===== src/hw/rtl/pps_rs_pkg.sv =====
// Package for the PPS re-arm supervisor: field widths, register indexes,
// reset values and pulse-width conversion constants. No dependencies.
package pps_rs_pkg;

  localparam int unsigned TickW   = 32;
  localparam int unsigned SecW    = 32;
  localparam int unsigned NsW     = 30;
  localparam int unsigned OffW    = 8;
  localparam int unsigned WHighW  = 6;
  localparam int unsigned WLowW   = 8;
  localparam int unsigned WCountW = WHighW + WLowW;
  localparam int unsigned UnitW   = 2;
  localparam int unsigned CfgIdxW = 3;
  localparam int unsigned CfgDataW = 32;
  // guard length in ms: count (at most 2^14 - 1) plus one
  localparam int unsigned GlenW   = WCountW + 1;

  typedef enum logic [CfgIdxW-1:0] {
    CfgSecondOffset = 3'd0,
    CfgRearmTimeout = 3'd1,
    CfgRestartGuard = 3'd2,
    CfgWidthHigh    = 3'd3,
    CfgWidthLow     = 3'd4,
    CfgWidthUnit    = 3'd5
  } cfg_idx_e;

  typedef enum logic [UnitW-1:0] {
    Unit120ns = 2'd0,
    Unit1us   = 2'd1,
    Unit1ms   = 2'd2,
    Unit1usB  = 2'd3
  } width_unit_e;

  localparam logic [OffW-1:0]    SecondOffsetRst = 8'd1;
  localparam logic [TickW-1:0]   RearmTimeoutRst = 32'd2000;
  localparam logic [TickW-1:0]   RestartGuardRst = 32'd3000;
  localparam logic [WHighW-1:0]  WidthHighRst    = 6'd0;
  localparam logic [WLowW-1:0]   WidthLowRst     = 8'd100;
  localparam logic [UnitW-1:0]   WidthUnitRst    = Unit1ms;

  localparam logic [NsW-1:0] HalfSecondNs = 30'd500000000;

  // ceil(count / 1000) via reciprocal multiply, exact for 15-bit dividends
  localparam int unsigned UsPerMs     = 1000;
  localparam int unsigned RecipShift  = 26;
  localparam int unsigned RecipW      = 17;
  localparam logic [RecipW-1:0] RecipMs = RecipW'((2**RecipShift + UsPerMs - 1) / UsPerMs);
  localparam logic [GlenW-1:0]  UsRound = GlenW'(UsPerMs - 1);

  // 120 ns units: count * 120 fits in 21 bits, ceil to ms is 1 or 2
  localparam int unsigned NsUnitW  = 21;
  localparam logic [NsUnitW-1:0] NsPerUnit = NsUnitW'(120);
  localparam logic [NsUnitW-1:0] NsPerMs   = NsUnitW'(1000000);

endpackage


===== src/hw/rtl/pps_rearm_supervisor_core.sv =====
// PPS re-arm supervisor: input register, single-pass decision logic, result register.
// An input transaction is captured in the input register and then moves into the result
// register. Throughput: one poll per cycle unless out_ready_i stalls the result; an input
// transaction is taken whenever the input register is empty or moving into the result
// register. Guard length is re-derived from configuration into a register every cycle.
// Reset (rst_ni low, async) clears the window state, valid flags and loads configuration
// register reset values.
module pps_rearm_supervisor_core
  import pps_rs_pkg::*;
(
  input  logic                clk_i,
  input  logic                rst_ni,
  input  logic                cfg_valid_i,
  output logic                cfg_ready_o,
  input  logic [CfgIdxW-1:0]  cfg_index_i,
  input  logic [CfgDataW-1:0] cfg_data_i,
  input  logic                in_valid_i,
  output logic                in_ready_o,
  input  logic [TickW-1:0]    tick_ms_i,
  input  logic                restart_notice_i,
  input  logic                done_flag_i,
  input  logic [NsW-1:0]      clock_nanoseconds_i,
  input  logic [SecW-1:0]     clock_seconds_i,
  output logic                out_valid_o,
  input  logic                out_ready_i,
  output logic                clear_done_o,
  output logic                arm_now_o,
  output logic [SecW-1:0]     target_second_o,
  output logic                guard_open_o
);

  // configuration
  logic [OffW-1:0]   second_offset_q;
  logic [TickW-1:0]  rearm_timeout_q;
  logic [TickW-1:0]  restart_guard_q;
  logic [WHighW-1:0] width_high_q;
  logic [WLowW-1:0]  width_low_q;
  logic [UnitW-1:0]  width_unit_q;

  assign cfg_ready_o = 1'b1;

  always_ff @(posedge clk_i or negedge rst_ni) begin
    if (!rst_ni) begin
      second_offset_q <= SecondOffsetRst;
      rearm_timeout_q <= RearmTimeoutRst;
      restart_guard_q <= RestartGuardRst;
      width_high_q    <= WidthHighRst;
      width_low_q     <= WidthLowRst;
      width_unit_q    <= WidthUnitRst;
    end else if (cfg_valid_i) begin
      case (cfg_idx_e'(cfg_index_i))
        CfgSecondOffset: second_offset_q <= cfg_data_i[OffW-1:0];
        CfgRearmTimeout: rearm_timeout_q <= cfg_data_i[TickW-1:0];
        CfgRestartGuard: restart_guard_q <= cfg_data_i[TickW-1:0];
        CfgWidthHigh:    width_high_q    <= cfg_data_i[WHighW-1:0];
        CfgWidthLow:     width_low_q     <= cfg_data_i[WLowW-1:0];
        CfgWidthUnit:    width_unit_q    <= cfg_data_i[UnitW-1:0];
        default: ;
      endcase
    end
  end

  // guard length in ms
  logic [WCountW-1:0]          wcount;
  logic [GlenW-1:0]            us_sum;
  logic [GlenW+RecipW-1:0]     us_prod;
  logic [NsUnitW-1:0]          ns_total;
  logic [GlenW-1:0]            glen_base;
  logic [GlenW-1:0]            glen_d, glen_q;

  always_comb begin
    wcount = {width_high_q, width_low_q};
    if (wcount == '0) begin
      wcount = WCountW'(1);
    end
    us_sum   = {1'b0, wcount} + UsRound;
    us_prod  = GlenW'(us_sum) * RecipMs;
    ns_total = NsUnitW'(wcount) * NsPerUnit;
    case (width_unit_e'(width_unit_q))
      Unit1ms:           glen_base = {1'b0, wcount};
      Unit1us, Unit1usB: glen_base = GlenW'(us_prod >> RecipShift);
      default:           glen_base = (ns_total > NsPerMs) ? GlenW'(2) : GlenW'(1);
    endcase
    glen_d = glen_base + GlenW'(1);
  end

  always_ff @(posedge clk_i) begin
    glen_q <= glen_d;
  end

  // input register
  logic             in_valid_q;
  logic [TickW-1:0] tick_q;
  logic             restart_q, done_q;
  logic [NsW-1:0]   ns_q;
  logic [SecW-1:0]  sec_q;
  logic             advance;

  assign advance    = in_valid_q && (!out_valid_o || out_ready_i);
  assign in_ready_o = !in_valid_q || advance;

  always_ff @(posedge clk_i or negedge rst_ni) begin
    if (!rst_ni) begin
      in_valid_q <= 1'b0;
    end else if (in_ready_o) begin
      in_valid_q <= in_valid_i;
    end
  end

  always_ff @(posedge clk_i) begin
    if (in_valid_i && in_ready_o) begin
      tick_q    <= tick_ms_i;
      restart_q <= restart_notice_i;
      done_q    <= done_flag_i;
      ns_q      <= clock_nanoseconds_i;
      sec_q     <= clock_seconds_i;
    end
  end

  // supervisor state
  logic             guard_pending_q, guard_pending_d;
  logic [TickW-1:0] done_seen_q, done_seen_d;
  logic [TickW-1:0] last_arm_q, last_arm_d;
  logic [TickW-1:0] last_restart_q, last_restart_d;

  logic             gp_open, expire, force_arm, rearm;
  logic [TickW-1:0] done_elapsed;
  logic             clear_d, arm_d, gopen_d;
  logic [SecW-1:0]  target_d;

  always_comb begin
    guard_pending_d = guard_pending_q;
    done_seen_d     = done_seen_q;
    last_arm_d      = last_arm_q;
    last_restart_d  = last_restart_q;
    gp_open         = guard_pending_q;
    done_elapsed    = '0;
    expire          = 1'b0;
    force_arm       = 1'b0;
    rearm           = 1'b0;
    target_d        = '0;
    if (restart_q) begin
      last_restart_d  = tick_q;
      last_arm_d      = tick_q;
      guard_pending_d = 1'b0;
    end else begin
      if (!guard_pending_q && done_q) begin
        gp_open     = 1'b1;
        done_seen_d = tick_q;
      end
      done_elapsed = tick_q - done_seen_d;
      expire       = gp_open && (done_elapsed >= TickW'(glen_q));
      force_arm    = !gp_open && ((tick_q - last_arm_q) >= rearm_timeout_q)
                     && ((tick_q - last_restart_q) >= restart_guard_q);
      rearm        = expire || force_arm;
      guard_pending_d = gp_open && !expire;
      if (rearm) begin
        target_d   = sec_q + SecW'(second_offset_q) + SecW'(ns_q >= HalfSecondNs);
        last_arm_d = tick_q;
      end
    end
    clear_d = expire;
    arm_d   = rearm;
    gopen_d = guard_pending_d;
  end

  always_ff @(posedge clk_i or negedge rst_ni) begin
    if (!rst_ni) begin
      guard_pending_q <= 1'b0;
      done_seen_q     <= '0;
      last_arm_q      <= '0;
      last_restart_q  <= '0;
      out_valid_o     <= 1'b0;
    end else begin
      if (advance) begin
        guard_pending_q <= guard_pending_d;
        done_seen_q     <= done_seen_d;
        last_arm_q      <= last_arm_d;
        last_restart_q  <= last_restart_d;
        out_valid_o     <= 1'b1;
      end else if (out_ready_i) begin
        out_valid_o     <= 1'b0;
      end
    end
  end

  always_ff @(posedge clk_i) begin
    if (advance) begin
      clear_done_o    <= clear_d;
      arm_now_o       <= arm_d;
      target_second_o <= target_d;
      guard_open_o    <= gopen_d;
    end
  end

endmodule


===== config.mk =====
export PLATFORM = sky130hd
export DESIGN_NAME = pps_rearm_supervisor_core
export DESIGN_NICKNAME = d
export VERILOG_FILES = /design/src/hw/rtl/pps_rs_pkg.sv /design/src/hw/rtl/pps_rearm_supervisor_core.sv
export SDC_FILE = /design/constraint.sdc
export NUM_CORES = 1
export LEC_CHECK = 0
export BUFFER_PORTS_ARGS = -buffer_cell sky130_fd_sc_hd__buf_2
export CORE_MARGIN = 1
export CORE_UTILIZATION = 60
export DETAILED_ROUTE_END_ITERATION = 12
export MAX_ROUTING_LAYER = met4
export PLACE_DENSITY = 0.79
export SYNTH_ARGS = -nofsm -noshare
export SYNTH_HDL_FRONTEND = slang
export SYNTH_SLANG_ARGS = --single-unit

===== constraint.sdc =====
create_clock -name clk_i -period 11.5 [get_ports clk_i]
set_clock_uncertainty 0.15 [all_clocks]
set_input_delay 2.3 -clock clk_i [delete_from_list [all_inputs] [get_ports clk_i]]
set_output_delay 2.3 -clock clk_i [all_outputs]
set_load 0.05 [all_outputs]

# ---- After elaboration in Yosys (flattened, before gate mapping)
# Index checks and enable logic that the tools add are counted.
dict set report totals {
  ff_bits 333
  latchBits 0
  ramBits 0
  romBits 0
  input_bits 136
  out_inout_bits 38
  wordCells 88
  mem_count 0
}
dict set report op_classes {
  n_addsub 7
  multipliers 2
  n_div 0
  order_cmp 5
  n_eq_ne 8
  n_shift 0
  muxes 12
  bitwise_logic 2
  n_reduce_logical 30
}
# cell n
set op_table {}
lappend op_table {{$mux W32} 4}
lappend op_table {{$sub A32 B32 Y32} 3}
lappend op_table {{$ge A32 B32 Y1} 2}
lappend op_table {{$add A32 B1 Y32} 1}
lappend op_table {{$add A32 B8 Y32} 1}
lappend op_table {{$ge A32 B15 Y1} 1}
lappend op_table {{$mul A15 B17 Y32 const B} 1}
lappend op_table {{$ge A30 B29 Y1 const B} 1}
lappend op_table {{$pmux W14 S2} 1}
lappend op_table {{$gt A21 B20 Y1 const B} 1}
lappend op_table {{$mul A14 B4 Y18 const B} 1}
lappend op_table {{$reduce_and A2 Y1} 9}
lappend op_table {{$add A14 B10 Y15 const B} 1}
lappend op_table {{$add A15 B1 Y15 const B} 1}
lappend op_table {{$logic_not A14 Y1} 1}
lappend op_table {{$mux W14} 1}
lappend op_table {{$logic_and A1 B1 Y1} 7}
lappend op_table {{$eq A3 B2 Y1 const B} 2}
lappend op_table {{$eq A3 B3 Y1 const B} 2}
lappend op_table {{$logic_not A1 Y1} 5}
lappend op_table {{$mux W1} 5}
lappend op_table {{$eq A2 B2 Y1 const B} 2}
lappend op_table {{$reduce_bool A2 Y1} 2}
lappend op_table {{$reduce_or A2 Y1} 2}
lappend op_table {{other kinds (6)} 9}

# ---- Logic depth before layout (Yosys ltp)
dict set report logic_depth {
  depth_word 10
  ltp_mapped 38
}

# ---- Worst setup path after synthesis
# Ideal clock, no wire load.
dict set report synth_timing {
  path_kind {reg-to-reg}
  startpoint {reg width_low_q[6]}
  endpoint {reg glen_q[10]}
  arrival_ns 7.705
  required_time_ns 11.223
  slack_ns 3.518
  stages_incl_launch_ff 38
  n_path_buf 0
  period_less_slack_ns 7.982
  cell_sequence {dfstp_2 inv_1 ha_1 and4bb_2 nand2_1 nand2b_1 inv_1 ha_1 nor2b_1 o21a_1 nor2_1 o211ai_1 nand2_1 xnor2_1 ha_1 inv_1 fa_1 inv_1 [... 2 more ...] fa_1 inv_1 fa_1 ha_1 ha_1 nand4_1 nor4_1 nor3b_1 nor3_1 o21bai_1 xnor2_1 a211oi_1 ha_1 nand3_1 o211ai_1 nand4_1 xnor2_1 nor2_1}
}
dict set report synth_between {
  elab_chain_len 7
  elab_cells_between_ends 9
  classes_between {2 x add/sub; 2 x mul; 1 x order compare; 3 x mux; 1 x reduce/logical}
}
# item line_no
set synth_lines {}
lappend synth_lines {{start, declared} pps_rearm_supervisor_core.sv:37} ;# logic [WLowW-1:0] width_low_q;
lappend synth_lines {{start signal, assigned} pps_rearm_supervisor_core.sv:48} ;# width_low_q <= WidthLowRst;
lappend synth_lines {{start signal, assigned} pps_rearm_supervisor_core.sv:56} ;# CfgWidthLow: width_low_q <= cfg_data_i[WLowW-1:0];
lappend synth_lines {{$logic_not A14 Y1} pps_rearm_supervisor_core.sv:73} ;# if (wcount == '0) begin
lappend synth_lines {{$mux W14 (*)} pps_rearm_supervisor_core.sv:73}
lappend synth_lines {{$mul A14 B4 Y18} pps_rearm_supervisor_core.sv:78} ;# ns_total = NsUnitW'(wcount) * NsPerUnit;
lappend synth_lines {{$gt A21 B20 Y1} pps_rearm_supervisor_core.sv:82} ;# default: glen_base = (ns_total > NsPerMs) ? GlenW'(2) : GlenW'(1);
lappend synth_lines {{$mux W2} pps_rearm_supervisor_core.sv:82}
lappend synth_lines {{$pmux W14 S2 (*)} pps_rearm_supervisor_core.sv:79} ;# case (width_unit_e'(width_unit_q))
lappend synth_lines {{$add A15 B1 Y15 (*)} pps_rearm_supervisor_core.sv:84} ;# glen_d = glen_base + GlenW'(1);
lappend synth_lines {{named net glen_d[10]} pps_rearm_supervisor_core.sv:69} ;# logic [GlenW-1:0] glen_d, glen_q;
lappend synth_lines {{end signal, assigned} pps_rearm_supervisor_core.sv:88} ;# glen_q <= glen_d;
lappend synth_lines {{end, declared} pps_rearm_supervisor_core.sv:69}
# Mark *: on every way through the listed nets, which the timed path passes. The rest lies on a longest branch.
# A chain may end at the register's enable or synchronous reset.

# ---- Worst setup path in the final report
dict set report layout_timing {
  startpoint {reg width_low_q[2]}
  endpoint {reg glen_q[4]}
}
# Same word-level chain as after synthesis.

==> impl_metrics.env <==
export IMPL_unrepaired_setup_endpoints_after_global_routing="no"
export IMPL_tritoncts_num_buffers=38
export IMPL_asyncSetResetFlopFracSynth_pct=57.5
export IMPL_synth_net_count=2972
export IMPL_die_h_um=203
export IMPL_wire_length_of_the_first_global_routing_pass_um=90300
export IMPL_cts_max_path_buffers=3
export IMPL_detailedPlacementHpwl_um=42300
export IMPL_critical_path_max_stage_delay_ns=0.66
export IMPL_power_switching_share_pct=44.7
export IMPL_synth_cells_most_frequent="sky130_fd_sc_hd__ha_1 (344), sky130_fd_sc_hd__inv_1 (310), sky130_fd_sc_hd__nand2_1 (206), sky130_fd_sc_hd__dfrtp_1 (169), sky130_fd_sc_hd__o21ai_0 (164)"
export IMPL_grt_overflow_total=0
export IMPL_yosysWarningCount=0
export IMPL_internal_dissipation_mw=4.42
export IMPL_synthMostInstantiatedCell="sky130_fd_sc_hd__ha_1"
export IMPL_post_cts_hold_buffer_count=0
export IMPL_clock_tree_htree_level_count=2
export IMPL_row_cnt=73
export IMPL_final_period_minus_worst_setup_slack_ns=9.95
export IMPL_largest_area_contributor_in_the_netlist="sky130_fd_sc_hd__ha_1"
export IMPL_synth_compound_area_share_pct=13.5
export IMPL_drt_antenna_violating_nets=0
export IMPL_dieArea_um2=41300
export IMPL_final_hold_violation_count=0
export IMPL_finalMaxSlewViolations=0
export IMPL_outcome="complete, no violations"
export IMPL_synth_top_family_by_area="adder cells"
export IMPL_power_static_leakage_nw=12.7
export IMPL_post_synth_and_or_nand_nor_area_fraction_pct=10.9
export IMPL_final_min_period_over_clock_period_pct=86.5
export IMPL_synth_xor_area_share_pct=5.41
export IMPL_route_detailed_drc=0
export IMPL_grt_max_degree=87
export IMPL_route_detailed_wl_per_inst_um=17.4
export IMPL_yosys_most_used_dff="sky130_fd_sc_hd__dfrtp_1"
export IMPL_worst_ep_arrival_time_ns=10.25
export IMPL_number_of_antenna_violations_at_the_first_check_in_global_routing=1
export IMPL_cp_required_ns=11.80
export IMPL_maxCapViolations=0
export IMPL_synth_edff_count=123
export IMPL_synth_top_cells_by_area="sky130_fd_sc_hd__ha_1 (18%), sky130_fd_sc_hd__dfrtp_1 (17%), sky130_fd_sc_hd__edfxtp_1 (15%), sky130_fd_sc_hd__fa_1 (5.0%), sky130_fd_sc_hd__inv_1 (4.8%)"
export IMPL_power_ir_vdd_worst_uv=505
export IMPL_detail_route_wirelength_um=55000
export IMPL_root_buffer_selected_by_cts="sky130_fd_sc_hd__clkbuf_16"
export IMPL_share_of_final_layout_standard_cells_stronger_than_drive_strength_1_pct=14.3
export IMPL_post_synthesis_mux_area_share_pct=5.77
export IMPL_worstHoldPathType="flop to flop"
export IMPL_cts_tree="done"
export IMPL_tightest_slew_ns=1.10
export IMPL_power_density_nw_per_um2=297
export IMPL_postSynthCellCount=2431
export IMPL_cpMostUsedCell="sky130_fd_sc_hd__ha_1"
export IMPL_cts_setup_buffers=0
export IMPL_initial_cell_density_of_the_core_pct=61.0
export IMPL_p_seq_share_pct=20.1
export IMPL_via_count=18100
export IMPL_setup_viol=0
export IMPL_fmaxAchievable_ghz=0.101
export IMPL_timing_setup_tns_ns=0
export IMPL_post_synth_instance_area_um2=24300
export IMPL_setup_worst_path_end_class="flop"
export IMPL_area_growth_syn_to_layout_pct=10.6
export IMPL_p_clk_share_pct=14.6
export IMPL_rd_place_congestion=0.924
export IMPL_drt_initial_violations=1133
export IMPL_synth_area_per_cell_um2=10.0
export IMPL_chipWidth_um=203
export IMPL_worst_slew_margin_relative_to_its_limit_pct=24.6
export IMPL_synth_lib_cells_used_distinct=86
export IMPL_number_of_nets_in_the_finished_design=3137
export IMPL_post_synthesis_sequential_element_count=325
export IMPL_placeableCoreArea_um2=39800
export IMPL_comb_power_share_pct=65.3
export IMPL_drt_first_pass_iters=5
export IMPL_power_switching_mw=3.57
export IMPL_critical_path_slowest_cell="sky130_fd_sc_hd__nor4_1"
export IMPL_postCtsResizedCells=0
export IMPL_synth_fa_ha_area_share_pct=22.7
export IMPL_post_synth_top_area_fraction_pct=17.7
export IMPL_critical_path_startpoint_type="flop"
export IMPL_clkLatencyLatePin_ns=0.56
export IMPL_design_power_total_mw=7.98
export IMPL_yosysSeqAreaShare_pct=35.8
export IMPL_grtUsageTotal_pct=28.0
export IMPL_port_buffer_count=164
export IMPL_grt_pass1_vias=18500
export IMPL_worst_path_max_fanout=11
export IMPL_vias_per_cell=5.76
export IMPL_tritoncts_num_sinks=325
export IMPL_critical_path_class="flop to flop"
export IMPL_boundaryPins=174
export IMPL_cts_clk_slew_worst_paths_ns=0.05
[final timing paths]
check / slack [ns] / cells past startpoint / start / to
worst max-delay path: 1.55 / 36 / width_low_q[2] / glen_q[4]
worst min-delay path: 0.33 / 2 / done_seen_q[16] / done_seen_q[16]
worst min register to register: 0.33 / 2 / done_seen_q[16] / done_seen_q[16]
worst max register to register: 1.55 / 36 / width_low_q[2] / glen_q[4]
min in group asynchronous: 1.63 / 1 / rst_ni / last_arm_q[11]
max in group asynchronous: 8.36 / 2 / rst_ni / last_arm_q[12]
[layout by cell type, fill, tap and decap left out, types with 10 or more instances in the layout]
master,instances
sky130_fd_sc_hd__nor2_1,119
sky130_fd_sc_hd__mux2i_1,32
sky130_fd_sc_hd__xor2_1,41
sky130_fd_sc_hd__dfrtp_1,169
sky130_fd_sc_hd__nand4_1,25
sky130_fd_sc_hd__o21a_1,27
sky130_fd_sc_hd__dfxtp_1,15
sky130_fd_sc_hd__inv_1,310
sky130_fd_sc_hd__nor4_1,10
sky130_fd_sc_hd__xnor2_1,109
sky130_fd_sc_hd__nand2b_1,32
sky130_fd_sc_hd__nor2b_1,28
sky130_fd_sc_hd__a21o_1,55
sky130_fd_sc_hd__a2111oi_0,11
sky130_fd_sc_hd__buf_2,163
sky130_fd_sc_hd__ha_1,344
sky130_fd_sc_hd__o211ai_1,15
sky130_fd_sc_hd__and3_1,20
sky130_fd_sc_hd__buf_4,14
sky130_fd_sc_hd__mux2_2,56
sky130_fd_sc_hd__fa_1,61
sky130_fd_sc_hd__dfstp_2,18
sky130_fd_sc_hd__clkbuf_16,38
sky130_fd_sc_hd__o21bai_1,15
sky130_fd_sc_hd__o21ai_0,164
sky130_fd_sc_hd__mux2_4,30
sky130_fd_sc_hd__nand3_1,36
sky130_fd_sc_hd__edfxtp_1,123
sky130_fd_sc_hd__a21oi_1,121
sky130_fd_sc_hd__a31oi_1,11
sky130_fd_sc_hd__nor3_1,27
sky130_fd_sc_hd__a211oi_1,16
sky130_fd_sc_hd__clkbuf_1,10
sky130_fd_sc_hd__nand2_1,206
[area by class of cell]
cell class / instances / area (um2)
clock buffers: 52 / 1040
diodes: 2 / 5.00
multi-input cells: 1743 / 14200
clock inverters: 17 / 160
flip-flops and latches: 325 / 8700
inverters: 310 / 1160
repair buffers: 178 / 935
fillers: 3169 / 12900
well taps: 525 / 657
[power groups by stage]
| stage | sequential, mW | clock, mW | combinational [mW] |
|---|---|---|---|
| 2_1_floorplan | 1.66 | 0 | 3.87 |
| 3_3_place_gp | 1.61 | 0 | 4.87 |
| 3_5_place_dp | 1.62 | 0 | 5.16 |
| 4_1_cts | 1.60 | 1.19 | 5.22 |
| 5_1_grt | 1.63 | 1.23 | 5.97 |
| 6_report | 1.60 | 1.17 | 5.21 |
[critical path: cells and delay by family, from the launching register on]
kind	cells	cell delay, ns
adder cells (fa/ha/maj)	10	3.38
AND/OR/NAND/NOR	13	2.98
AO/OA/AOI/OAI	6	1.46
buffers and inverters	5	0.82
flip-flops	1	0.61
XOR/XNOR	2	0.50
[flip-flops by register name, summed over array words and instances, names as in the netlist, 2 cells and up]
name and count:
width_low_q 8, sec_q 32, second_offset_q 8, done_seen_q 32
width_unit_q 2, restart_guard_q 32, width_high_q 6, last_restart_q 32
glen_q 15, rearm_timeout_q 32, last_arm_q 32, tick_q 32
target_second_o 32, ns_q 22
[layer usage]
| layer | global-route usage, % | up-vias | routed length (um) |
|---|---|---|---|
| met5 | - | - | 0 |
| met4 | 10.0 | 0 | 1750 |
| met3 | 3.87 | 109 | 2410 |
| met2 | 47.0 | 445 | 26900 |
| met1 | 34.4 | 8762 | 23900 |
| li1 | - | 8826 | - |
[cells by family after synthesis]
logic type	count (synthesis)
AO/OA/AOI/OAI	513
XOR/XNOR	150
adder cells (fa/ha/maj)	405
buffers and inverters	363
flip-flops	325
multiplexers	118
other	1
AND/OR/NAND/NOR	556
[per-stage QoR]
stage                     instances  utilization [%]  hold slack (ns)  setup slack [ns]  instance area [um2]
after floorplan                2431                -            0.299              3.52                24300
after global placement         3081             64.5            0.312              1.93                25700
after detailed placement       3081             64.5            0.320              1.70                25700
after CTS                      3150             67.5            0.333              1.69                26900
after global routing           3152             67.5            0.350             0.895                26900
final                          3152             67.5            0.329              1.55                26900
(Power assumes the default switching activity.)
